[src/rtl/otsh_pkg.sv]
`timescale 1ns / 1ps
`default_nettype none
// ----------------------------------------------------------------------------
// otsh_pkg: shared types, constants and alphabet tables
// Alphabet codes, the FNV-1a 64 offset basis, divider sizing and the control
// structs passed between the sequencer and its arithmetic units.
// ----------------------------------------------------------------------------
package otsh_pkg;

	localparam int DEFAULT_MAX_WIDTH = 16;

	// configuration register indexes
	localparam logic REG_ALPHABET_SELECT = 1'b0;
	localparam logic REG_STRING_WIDTH    = 1'b1;

	localparam logic [4:0] STRING_WIDTH_RESET = 5'd4;

	// alphabet codes
	localparam logic [1:0] ALPHA_ORIGINAL = 2'd0;
	localparam logic [1:0] ALPHA_SAFE     = 2'd1;
	localparam logic [1:0] ALPHA_DIGITS   = 2'd2;
	localparam logic [1:0] ALPHA_LOWER    = 2'd3;

	localparam logic [63:0] FNV_OFFSET = 64'hcbf29ce484222325;

	// divider: radix 2^DIV_STEP_BITS long division, remainder below 64
	localparam int DIVIDEND_W    = 64;
	localparam int DIV_STEP_BITS = 8;
	localparam int DIV_CYCLES    = DIVIDEND_W / DIV_STEP_BITS;
	localparam int DIV_CNT_W     = $clog2(DIV_CYCLES);
	localparam int DIGIT_W       = 6;
	localparam int BASE_W        = 7;

	localparam logic [7:0] CH_LOWER_A   = 8'h61;
	localparam logic [7:0] CH_UPPER_A   = 8'h41;
	localparam logic [7:0] CH_ZERO      = 8'h30;
	localparam logic [7:0] CH_SPACE     = 8'h20;
	localparam logic [7:0] CH_NEWLINE   = 8'h0a;
	localparam logic [7:0] CH_UNDERSCORE = 8'h5f;
	localparam logic [7:0] CH_BACKSLASH = 8'h5c;
	localparam logic [7:0] CH_LOWER_N   = 8'h6e;

	typedef struct packed {
		logic load;   // take a new dividend and start
		logic cont;   // divide the held quotient again
	} div_cmd_t;

	typedef struct packed {
		logic init;   // load the offset basis
		logic step;   // fold in one character
	} hash_cmd_t;

	function automatic logic [BASE_W-1:0] alpha_base(input logic [1:0] sel);
		logic [BASE_W-1:0] b;
		case (sel)
			ALPHA_ORIGINAL: b = 7'd64;
			ALPHA_SAFE:     b = 7'd63;
			ALPHA_DIGITS:   b = 7'd10;
			default:        b = 7'd26;
		endcase
		return b;
	endfunction

	function automatic logic [7:0] alpha_char(input logic [1:0] sel,
		input logic [DIGIT_W-1:0] d);
		logic [7:0] dx;
		logic [7:0] c;
		dx = {2'b00, d};
		case (sel)
			ALPHA_ORIGINAL, ALPHA_SAFE: begin
				if (dx < 8'd26)
					c = CH_LOWER_A + dx;
				else if (dx < 8'd52)
					c = CH_UPPER_A + dx - 8'd26;
				else if (dx < 8'd62)
					c = CH_ZERO + dx - 8'd52;
				else if (dx == 8'd62)
					c = (sel == ALPHA_SAFE) ? CH_UNDERSCORE : CH_SPACE;
				else
					c = CH_NEWLINE;
			end
			ALPHA_DIGITS: c = CH_ZERO + dx;
			default:      c = CH_LOWER_A + dx;
		endcase
		return c;
	endfunction

endpackage
`default_nettype wire

[src/rtl/otsh_div.sv]
`timescale 1ns / 1ps
`default_nettype none
// ----------------------------------------------------------------------------
// otsh_div: iterative digit extractor
// Long division of a 64-bit value by a small base, eight dividend bits per
// cycle. The quotient replaces the dividend in place so that the next digit
// comes from a plain restart.
// ----------------------------------------------------------------------------
module otsh_div (
	input  wire                               clk,
	input  wire                               arst_n,
	input  otsh_pkg::div_cmd_t                cmd,
	input  wire [otsh_pkg::DIVIDEND_W-1:0]    dividend,
	input  wire [otsh_pkg::BASE_W-1:0]        base,
	output logic                              done,
	output logic [otsh_pkg::DIGIT_W-1:0]      digit
);
	import otsh_pkg::*;

	logic                      busy_q;
	logic                      done_q;
	logic [DIV_CNT_W-1:0]      cnt_q;
	logic [DIVIDEND_W-1:0]     num_q;
	logic [DIGIT_W-1:0]        rem_q;
	logic [DIGIT_W-1:0]        rem_nxt;
	logic [DIV_STEP_BITS-1:0]  qbits;

	// eight restoring steps on the 7-bit partial remainder
	always_comb begin
		logic [BASE_W-1:0] t;
		rem_nxt = rem_q;
		qbits   = '0;
		for (int j = 0; j < DIV_STEP_BITS; j++) begin
			t = {rem_nxt, num_q[DIVIDEND_W-1-j]};
			if (t >= base) begin
				t = t - base;
				qbits[DIV_STEP_BITS-1-j] = 1'b1;
			end
			rem_nxt = t[DIGIT_W-1:0];
		end
	end

	always_ff @(posedge clk or negedge arst_n) begin
		if (!arst_n) begin
			busy_q <= 1'b0;
			done_q <= 1'b0;
			cnt_q  <= '0;
		end else begin
			done_q <= 1'b0;
			if (cmd.load || cmd.cont) begin
				busy_q <= 1'b1;
				cnt_q  <= '0;
			end else if (busy_q) begin
				cnt_q <= cnt_q + 1'b1;
				if (cnt_q == DIV_CNT_W'(DIV_CYCLES - 1)) begin
					busy_q <= 1'b0;
					done_q <= 1'b1;
				end
			end
		end
	end

	always_ff @(posedge clk) begin
		if (cmd.load) begin
			num_q <= dividend;
			rem_q <= '0;
		end else if (cmd.cont) begin
			rem_q <= '0;
		end else if (busy_q) begin
			num_q <= {num_q[DIVIDEND_W-DIV_STEP_BITS-1:0], qbits};
			rem_q <= rem_nxt;
		end
	end

	assign done  = done_q;
	assign digit = rem_q;

endmodule
`default_nettype wire

[src/rtl/otsh_hash.sv]
`timescale 1ns / 1ps
`default_nettype none
// ----------------------------------------------------------------------------
// otsh_hash: FNV-1a 64 accumulator
// One character per step: xor into the low byte, then multiply by the
// FNV prime, done as a fixed shift-and-add.
// ----------------------------------------------------------------------------
module otsh_hash (
	input  wire                  clk,
	input  otsh_pkg::hash_cmd_t  cmd,
	input  wire [7:0]            ch,
	output logic [63:0]          hash
);
	import otsh_pkg::*;

	logic [63:0] hash_q;
	logic [63:0] x;
	logic [63:0] prod;

	// prime = 2^40 + 0x1b3, 0x1b3 has bits 8,7,5,4,1,0
	always_comb begin
		x    = hash_q ^ {56'd0, ch};
		prod = x + (x << 1) + (x << 4) + (x << 5) + (x << 7) + (x << 8) + (x << 40);
	end

	always_ff @(posedge clk) begin
		if (cmd.init)
			hash_q <= FNV_OFFSET;
		else if (cmd.step)
			hash_q <= prod;
	end

	assign hash = hash_q;

endmodule
`default_nettype wire

[src/rtl/ordinal_to_string_fnv1a_hasher.sv]
`timescale 1ns / 1ps
`default_nettype none
// ----------------------------------------------------------------------------
// ordinal_to_string_fnv1a_hasher: keyspace string generator with FNV-1a 64
// Writes an ordinal in the selected alphabet and streams the escaped bytes.
// ----------------------------------------------------------------------------
// Usage:
//   Input channel in_valid/in_ready carries one 64-bit ordinal per item.
//   Output channel out_valid/out_ready carries one escaped byte per item;
//   last marks the final byte of a string and hash_value then holds the
//   FNV-1a 64 of the unescaped characters (zero on other bytes).
//   Registers are written through wr_en/wr_index/wr_data while idle:
//   index 0 alphabet select, index 1 string width (0 counts as 1, values
//   above MAX_WIDTH saturate).
// Sequence, for a string of W characters:
//   each digit comes from the shared divider (a restart, then 8 dividend
//   bits per cycle), then the characters pass through the hash unit in
//   order, then the output register sends W to 2*W bytes and waits while
//   the receiver stalls. in_ready is high only while no ordinal is in
//   progress.
// Reset clears the sequencer and the output register and restores the
// alphabet to original and the width to 4. A stalled receiver holds the
// current byte in the output register and the sequencer waits.
// ----------------------------------------------------------------------------
module ordinal_to_string_fnv1a_hasher #(
	parameter int MAX_WIDTH = otsh_pkg::DEFAULT_MAX_WIDTH
) (
	input  wire         clk,
	input  wire         arst_n,
	input  wire         wr_en,
	input  wire         wr_index,
	input  wire [4:0]   wr_data,
	input  wire         in_valid,
	output logic        in_ready,
	input  wire [63:0]  ordinal,
	output logic        out_valid,
	input  wire         out_ready,
	output logic [7:0]  out_byte,
	output logic [63:0] hash_value,
	output logic        last
);
	import otsh_pkg::*;

	localparam int IDX_W = (MAX_WIDTH > 1) ? $clog2(MAX_WIDTH) : 1;

	typedef enum logic [1:0] {ST_IDLE, ST_DIV, ST_HASH, ST_EMIT} state_t;

	state_t                state_q;
	logic [1:0]            alpha_sel_q;
	logic [4:0]            string_width_q;
	logic [IDX_W-1:0]      lidx_q;
	logic [IDX_W-1:0]      pos_q;
	logic [IDX_W-1:0]      idx_q;
	logic                  esc_q;
	logic [7:0]            chars_q [MAX_WIDTH];
	logic                  out_valid_q;
	logic [7:0]            out_byte_q;
	logic [63:0]           hash_value_q;
	logic                  last_q;

	logic                  accept;
	logic                  slot_free;
	logic [IDX_W-1:0]      w_last;
	logic [5:0]            sw_ext;
	logic [7:0]            cur_ch;
	logic                  final_ch;
	div_cmd_t              div_cmd;
	logic                  div_done;
	logic [DIGIT_W-1:0]    div_digit;
	hash_cmd_t             hash_cmd;
	logic [63:0]           hash_cur;

	// configuration
	always_ff @(posedge clk or negedge arst_n) begin
		if (!arst_n) begin
			alpha_sel_q    <= ALPHA_ORIGINAL;
			string_width_q <= STRING_WIDTH_RESET;
		end else if (wr_en) begin
			unique case (wr_index)
				REG_ALPHABET_SELECT: alpha_sel_q    <= wr_data[1:0];
				REG_STRING_WIDTH:    string_width_q <= wr_data;
				default: ;
			endcase
		end
	end

	// index of the last character after clamping the width
	always_comb begin
		sw_ext = {1'b0, string_width_q};
		if (sw_ext == 6'd0)
			w_last = '0;
		else if (sw_ext > 6'(MAX_WIDTH))
			w_last = IDX_W'(MAX_WIDTH - 1);
		else
			w_last = IDX_W'(sw_ext - 6'd1);
	end

	assign in_ready  = (state_q == ST_IDLE);
	assign accept    = in_valid && in_ready;
	assign slot_free = !out_valid_q || out_ready;
	assign cur_ch    = chars_q[idx_q];
	assign final_ch  = (idx_q == lidx_q);

	// {load, cont} and {init, step}
	assign div_cmd  = {accept, (state_q == ST_DIV) && div_done && (pos_q != '0)};
	assign hash_cmd = {accept, (state_q == ST_HASH)};

	otsh_div u_div (
		.clk      (clk),
		.arst_n   (arst_n),
		.cmd      (div_cmd),
		.dividend (ordinal),
		.base     (alpha_base(alpha_sel_q)),
		.done     (div_done),
		.digit    (div_digit)
	);

	otsh_hash u_hash (
		.clk  (clk),
		.cmd  (hash_cmd),
		.ch   (cur_ch),
		.hash (hash_cur)
	);

	// digits arrive least significant first, filled from the right
	always_ff @(posedge clk) begin
		if ((state_q == ST_DIV) && div_done)
			chars_q[pos_q] <= alpha_char(alpha_sel_q, div_digit);
	end

	always_ff @(posedge clk or negedge arst_n) begin
		if (!arst_n) begin
			state_q      <= ST_IDLE;
			lidx_q       <= '0;
			pos_q        <= '0;
			idx_q        <= '0;
			esc_q        <= 1'b0;
			out_valid_q  <= 1'b0;
			out_byte_q   <= '0;
			hash_value_q <= '0;
			last_q       <= 1'b0;
		end else begin
			// outside EMIT the output register only drains
			if (state_q != ST_EMIT && out_ready)
				out_valid_q <= 1'b0;
			unique case (state_q)
				ST_IDLE: begin
					if (in_valid) begin
						lidx_q  <= w_last;
						pos_q   <= w_last;
						state_q <= ST_DIV;
					end
				end
				ST_DIV: begin
					if (div_done) begin
						if (pos_q == '0) begin
							idx_q   <= '0;
							state_q <= ST_HASH;
						end else begin
							pos_q <= pos_q - 1'b1;
						end
					end
				end
				ST_HASH: begin
					if (final_ch) begin
						idx_q   <= '0;
						esc_q   <= 1'b0;
						state_q <= ST_EMIT;
					end else begin
						idx_q <= idx_q + 1'b1;
					end
				end
				ST_EMIT: begin
					if (slot_free) begin
						out_valid_q <= 1'b1;
						if (cur_ch == CH_NEWLINE && !esc_q) begin
							// newline goes out as backslash, n
							out_byte_q   <= CH_BACKSLASH;
							hash_value_q <= '0;
							last_q       <= 1'b0;
							esc_q        <= 1'b1;
						end else begin
							out_byte_q   <= esc_q ? CH_LOWER_N : cur_ch;
							hash_value_q <= final_ch ? hash_cur : 64'd0;
							last_q       <= final_ch;
							esc_q        <= 1'b0;
							if (final_ch)
								state_q <= ST_IDLE;
							else
								idx_q <= idx_q + 1'b1;
						end
					end
				end
				default: state_q <= ST_IDLE;
			endcase
		end
	end

	assign out_valid  = out_valid_q;
	assign out_byte   = out_byte_q;
	assign hash_value = hash_value_q;
	assign last       = last_q;

endmodule
`default_nettype wire
[config.mk]
export PLATFORM = sky130hd
export DESIGN_NAME = ordinal_to_string_fnv1a_hasher
export DESIGN_NICKNAME = d
export VERILOG_FILES = /design/src/rtl/otsh_pkg.sv /design/src/rtl/otsh_div.sv /design/src/rtl/otsh_hash.sv /design/src/rtl/ordinal_to_string_fnv1a_hasher.sv
export SDC_FILE = /design/constraint.sdc
export NUM_CORES = 1
export LEC_CHECK = 0
export ABC_CLOCK_PERIOD_IN_PS = 23700
export BUFFER_PORTS_ARGS = -buffer_cell sky130_fd_sc_hd__buf_2
export CORE_MARGIN = 2
export CORE_UTILIZATION = 55
export CTS_BUF_LIST = sky130_fd_sc_hd__clkbuf_4 sky130_fd_sc_hd__clkbuf_8 sky130_fd_sc_hd__clkbuf_16
export CTS_CLUSTER_SIZE = 20
export DETAILED_ROUTE_END_ITERATION = 6
export HOLD_SLACK_MARGIN = 0.12
export PLACE_DENSITY = 0.73
export SETUP_SLACK_MARGIN = 0.1
export SLEW_MARGIN = 20
export SYNTH_ARGS = -nofsm -noshare
export SYNTH_HDL_FRONTEND = slang
export SYNTH_HIERARCHICAL = 1
export SYNTH_SLANG_ARGS = --single-unit
export TNS_END_PERCENT = 10
[constraint.sdc]
create_clock -name clk -period 23.7 [get_ports clk]
set_input_delay 4.74 -clock clk [delete_from_list [all_inputs] [get_ports clk]]
set_output_delay 4.74 -clock clk [all_outputs]
set_load 0.05 [all_outputs]
==> After elaboration in Yosys (flattened, before gate mapping) <==
Memories as Yosys holds them, arrays and structs flattened.
Index checks and enable logic that the tools add are counted.
{ "totals": {"n_memories": 1, "inputBits": 75, "register_bits": 235, "ramBits": 128, "output_inout_bits": 75, "latch_bits": 0, "romBits": 0, "elab_cells": 175} }
{ "classes": {"mux": 70, "order_cmp": 12, "div_mod_pow": 0, "addsub": 23, "n_eq_ne": 20, "bitwise_logic": 2, "reduce_logical": 30, "multipliers": 0, "shifts": 0} }
{ "memory_table": {"columns": ["memory", "words", "width", "read_ports", "rd_clocked_by_memory_dff", "write_ports", "line", "text"], "rows": [
  ["chars_q", 16, 8, 1, 0, 1, "ordinal_to_string_fnv1a_hasher.sv:55", "logic [7:0] chars_q [MAX_WIDTH];"]
]} }
{ "ops": {"columns": ["operator", "count"], "rows": [
  ["adder 64 bit", 6],
  ["two-way mux 64 bit", 5],
  ["bitwise XOR 64 x 8 -> 64 bit", 1],
  [">= comparator 7 bit", 8],
  ["two-way mux 6 bit", 8],
  ["two-way mux 8 bit", 6],
  ["subtractor 6 bit", 8],
  ["two-way mux 4 bit", 11],
  ["two-way mux 1 bit", 23],
  ["one-hot mux 7 bit (3 select lines)", 1],
  ["!= test 2 bit, second input constant", 9],
  ["adder 7 x 6 -> 8 bit, first input constant", 2],
  ["one-hot mux 8 bit (2 select lines)", 1],
  ["two-way mux 2 bit", 7],
  ["two-way mux 7 bit", 2],
  ["less-than comparator 6 bit, second input constant", 2],
  ["one-hot mux 4 bit (3 select lines)", 1],
  ["AND reduction 2 bit", 5],
  ["equality test 8 x 4 -> 1 bit, second input constant", 1],
  ["one-hot mux 2 bit (4 select lines)", 1],
  ["one-hot mux 4 bit (2 select lines)", 1],
  ["nonzero test 2 bit", 4],
  ["subtractor 4 x 1 -> 4 bit, second input constant", 2],
  ["subtractor 8 x 5 -> 8 bit, second input constant", 1],
  ["other kinds (28)", 41]
]} }

==> Depth between registers and ports, before layout <==
{ "depth": {"ltp_word": 21, "mapped_depth": 66, "mapped_depth_nobuf": 62} }

==> Hierarchy <==
Netlist, hierarchy kept.
{ "by_module_without_submodules": {"columns": ["module", "area_per_inst_um2", "n_inst", "cells_per_inst", "seq_area_each_um2"], "rows": [
  ["otsh_hash", 12903.6, 1, 1437, 1281.2],
  ["ordinal_to_string_fnv1a_hasher", 9823.2, 1, 680, 6247.2],
  ["otsh_div", 5947.0, 1, 553, 2167.1]
]} }

==> Worst setup path after synthesis <==
Ideal clock, no wire load.
{ "synth_path": {"kind": "register to register", "startpoint": "register alpha_sel_q[0]", "endpoint": "register u_div.rem_q[0], in the netlist u_div/digit[0]", "path_buffers": 6, "path_stages_with_launch": 62, "arrival_time_ps": 12401, "required_time_ps": 23614, "setup_slack_ps": 11214, "setup_time_ps": 86, "synth_period_minus_slack_ps": 12486, "cell_sequence": "dfrtp_1 -> clkbuf_1 -> clkbuf_1 -> or2_2 -> inv_1 -> ha_1 -> a21o_1 -> a31oi_1 -> o21ai_2 -> a21oi_4 -> mux2i_1 -> ha_1 -> a21o_1 -> a31oi_1 -> o221a_2 -> buf_2 -> nor2_1 -> a21oi_1 -> (+26 left out) -> a21o_1 -> buf_4 -> mux2i_1 -> ha_1 -> nor2b_4 -> o31ai_2 -> a21oi_1 -> o31ai_2 -> nand2_1 -> a21boi_0 -> ha_1 -> nand2b_1 -> a21oi_1 -> o21ai_0 -> nand2b_1 -> o22ai_2 -> mux2_2 -> a211oi_1"} }
{ "synth_between": {"elab_chain_cells": 18, "word_cells_on_any_way": 28, "cone_classes": "add/sub: 8; order compare: 8; eq/ne: 2; mux: 9; reduce/logical: 1"} }
{ "synth_rtl": {"columns": ["item", "line", "text"], "rows": [
  ["start, declared", "ordinal_to_string_fnv1a_hasher.sv:49", "logic [1:0] alpha_sel_q;"],
  ["start signal, assigned", "ordinal_to_string_fnv1a_hasher.sv:80", "REG_ALPHABET_SELECT: alpha_sel_q <= wr_data[1:0];"],
  ["equality test 2 bit, or another cell as far along", "otsh_pkg.sv:55", "case (sel)"],
  ["one-hot mux 7 bit (3 select lines) (*)", "otsh_pkg.sv:55", null],
  ["subtractor 6 bit / >= comparator 7 bit (equally long branches)", "otsh_div.sv:36, otsh_div.sv:35", null],
  ["two-way mux 6 bit", "otsh_div.sv:35", "if (t >= base) begin"],
  ["subtractor 6 bit / >= comparator 7 bit (equally long branches)", "otsh_div.sv:36, otsh_div.sv:35", null],
  ["two-way mux 6 bit", "otsh_div.sv:35", null],
  ["subtractor 6 bit / >= comparator 7 bit (equally long branches)", "otsh_div.sv:36, otsh_div.sv:35", null],
  ["two-way mux 6 bit", "otsh_div.sv:35", null],
  ["(+2 left out)", null, null],
  ["subtractor 6 bit / >= comparator 7 bit (equally long branches)", "otsh_div.sv:36, otsh_div.sv:35", null],
  ["two-way mux 6 bit", "otsh_div.sv:35", null],
  ["subtractor 6 bit / >= comparator 7 bit (equally long branches)", "otsh_div.sv:36, otsh_div.sv:35", null],
  ["two-way mux 6 bit", "otsh_div.sv:35", null],
  [">= comparator 7 bit / subtractor 6 bit (equally long branches)", "otsh_div.sv:35, otsh_div.sv:36", null],
  ["two-way mux 6 bit", "otsh_div.sv:35", null],
  [">= comparator 7 bit", "otsh_div.sv:35", null],
  ["two-way mux 6 bit (*)", "otsh_div.sv:35", null],
  ["end signal, assigned", "otsh_div.sv:71", "rem_q <= rem_nxt;"],
  ["end, declared", "otsh_div.sv:24", "logic [DIGIT_W-1:0] rem_q;"]
]} }
Mark *: on every way between the ends. The rest lies on a longest branch, timed or not.
A chain may end at the register's enable or synchronous reset.

==> Worst setup path in the final report <==
{ "layout_path": {"startpoint": "register alpha_sel_q[1]", "endpoint": "register u_div.rem_q[0], in the netlist u_div/digit[0]"} }
Same word-level chain as after synthesis.

==> flow_summary.toml <==
[run_status]
outcome = "finished, final reports clean"

[critical_path]
cp-end-kind = "flop"
cpMostUsedCell = "ha_1"
cp.arrival_ns = 15.64
worstSetupPathType = "flop to flop"
path_buf_inv = 5
crit_path_start = "alpha_sel_q[1]"
start_kind = "flop"
critPathMaxFanout = 17
r2r_start = "alpha_sel_q[1]"
crit_family = "compound AO/OA/AOI/OAI gates"
crit_required_ns = 24.20
critPathMaxStageDelay_ns = 0.56
cp_slowest_cell = "dfrtp_1"

[clocking]
clockBufferDepth = 3
postCtsHoldBufs = 0
clk_pin_slew_ns = 0.06
clock-sinks = 363
ctsRootBufferMaster = "clkbuf_16"
ctsResizeCount = 0
htree_levels = 2
postCtsSetupBuffers = 0
insertion_delay_ns = 0.60
cts_buffers = 41
cts_tree = "done"

[die]
die_w_um = 232
die_y_um = 232
ios = 150
rows = 83
dieArea_um2 = 54000
start_util_pct = 55.8
core_um2 = 51400

[global_routing]
grt_max_degree = 74
antenna_found_initial = 1
grt_use_total_pct = 26.8
grt_busiest_layer = "met2"
grt_pass1_vias = 21200
grtUsageMet2_pct = 46.6
overflow = 0
grt_first_pass_wirelength_um = 114000
use_met3_pct = 3.82
met1_usage_pct = 34.4

[logic_synthesis]
synth_ff_type = "edfxtp_1"
ys_ff_latch = 363
syn-num-nets = 3185
async_reset_ff_share_pct = 27.8
syn_area_um2 = 28700
syn_inst = 2670
yosysSeqAreaShare_pct = 33.8
synthDistinctLibCells = 99
yosys_warnings = 6
synth-edff-count = 192
avgSynthCellArea_um2 = 10.7

[timing]
fin_ws_ns = 8.55
slew_headroom_pct = 18.5
final.setup.tns_ns = 0
max_freq_mhz = 66.0
min_period_over_period_pct = 63.9
post-route-min-period_ns = 15.15
finalHoldViolations = 0
tightest_slew_ns = 1.21
setup-violations-final = 0
whs_ns = 0.476
fin_skew_ns = 0.0215
rsz0062_at_grt = "false"
finalMaxSlewViolations = 0

[finish]
register_area_um2 = 9700
final_net_count = 3301
final_common_cell = "inv_1"
mostFrequentLayoutCells = "inv_1, fa_1, edfxtp_1"
multi_input_area_um2 = 16800
num-fill-cells = 4168
n_antenna_cell = 0
drive_above_1_share_pct = 14.0
fin_util_pct = 61.2
area_growth_pct = 9.79

[drt]
via_per_inst = 5.78
ant_nets = 0
vias = 20200
drtIter0Drc = 1564
drc = 0
avgRoutedWirePerCell_um = 20.3
first_pass_iters = 6
wl_um = 70900

[placed_design]
place_ws_ns = 8.72
port_buffers = 149
hpwlAfterDp_um = 53500
gp_congestion = 0.911

[job]
maxCapViolCount = 0

[min_path]
min_path_type = "flop to flop"
min-delay-start = "u_hash/hash[26]"
## synthesized netlist by cell type (all sizes together) (11+ instances only)
library cell,number,area [µm²]
a211oi,11,92.6
a21o,55,413
a21oi,127,669
a22o,68,596
a22oi,14,105
a31oi,17,121
and2,13,81.3
and3,14,87.6
buf,27,229
clkbuf,68,255
dfrtp,100,2500
dfxtp,70,1400
edfxtp,192,5770
fa,253,5060
ha,187,2340
inv,469,1760
mux2,79,897
mux2i,59,591
mux4,28,664
nand2,129,489
nand2b,25,156
nand3,35,175
nand4,28,175
nor2,139,522
nor2b,20,133
nor3,20,111
o211ai,29,223
o21a,24,180
o21ai,90,462
o21bai,14,105
o31ai,17,138
or2,12,75.1
xnor2,79,692
xor2,28,245
## per-layer routing
metal | up-vias | part of all wire, %
met5 | - | 0.0099
met1 | 10200 | 41
met2 | 499 | 51
met4 | 2 | 3.2
met3 | 121 | 4.7
li1 | 9429 | -
## cell type report
cell class / count / share of cell area [%]
clock buffer: 49 / 3.49
clock inverter: 27 / 1.27
tap: 680 / 2.70
sequential: 363 / 30.8
multi-input combinational: 1741 / 53.3
inverter: 471 / 5.62
timing repair buffer: 168 / 2.83
## kinds of logic after synthesis
family	share of synthesized area [%]
multiplexers	7.51
AO/OA/AOI/OAI	13.8
flip-flops	33.8
AND/OR/NAND/NOR	7.97
adder cells (fa/ha/maj)	25.8
buffers and inverters	7.85
XOR/XNOR	3.27
## metrics by stage
step	cells	cell area (µm²)
after CTS	3499	31500
after global placement	3423	30000
after detailed placement	3423	30000
after floorplan	2670	28700
after global routing	3499	31500
final	3499	31500
## path summary, 6_finish.rpt
path / slack [ns] / to / depth (start not counted)
min in group asynchronous: 4.09 / hash_value[63] / 1
hold reg to reg: 0.48 / hash_value[26] / 1
max in group asynchronous: 18.28 / idx_q[0] / 2
setup reg to reg: 8.55 / u_div/digit[0] / 55
hold / removal: 0.48 / hash_value[26] / 1
setup / recovery: 8.55 / u_div/digit[0] / 55
## state kept, by name, indices dropped and copies added, names as in the netlist
name and cells:
alpha_sel_q 2, chars_q 128, esc_q 1, hash_value 64, idx_q 4, last 1
lidx_q 4, out_byte 8, out_valid 1, pos_q 4, state_q 2, string_width_q 5
u_div/busy_q 1, u_div/cnt_q 3, u_div/digit 6, u_div/done 1, u_div/num_q 64, u_hash/hash 64
Power is left out: the tool's default activity adds up to more than one toggle a clock period on the data nets, which glitch-free logic cannot reach.
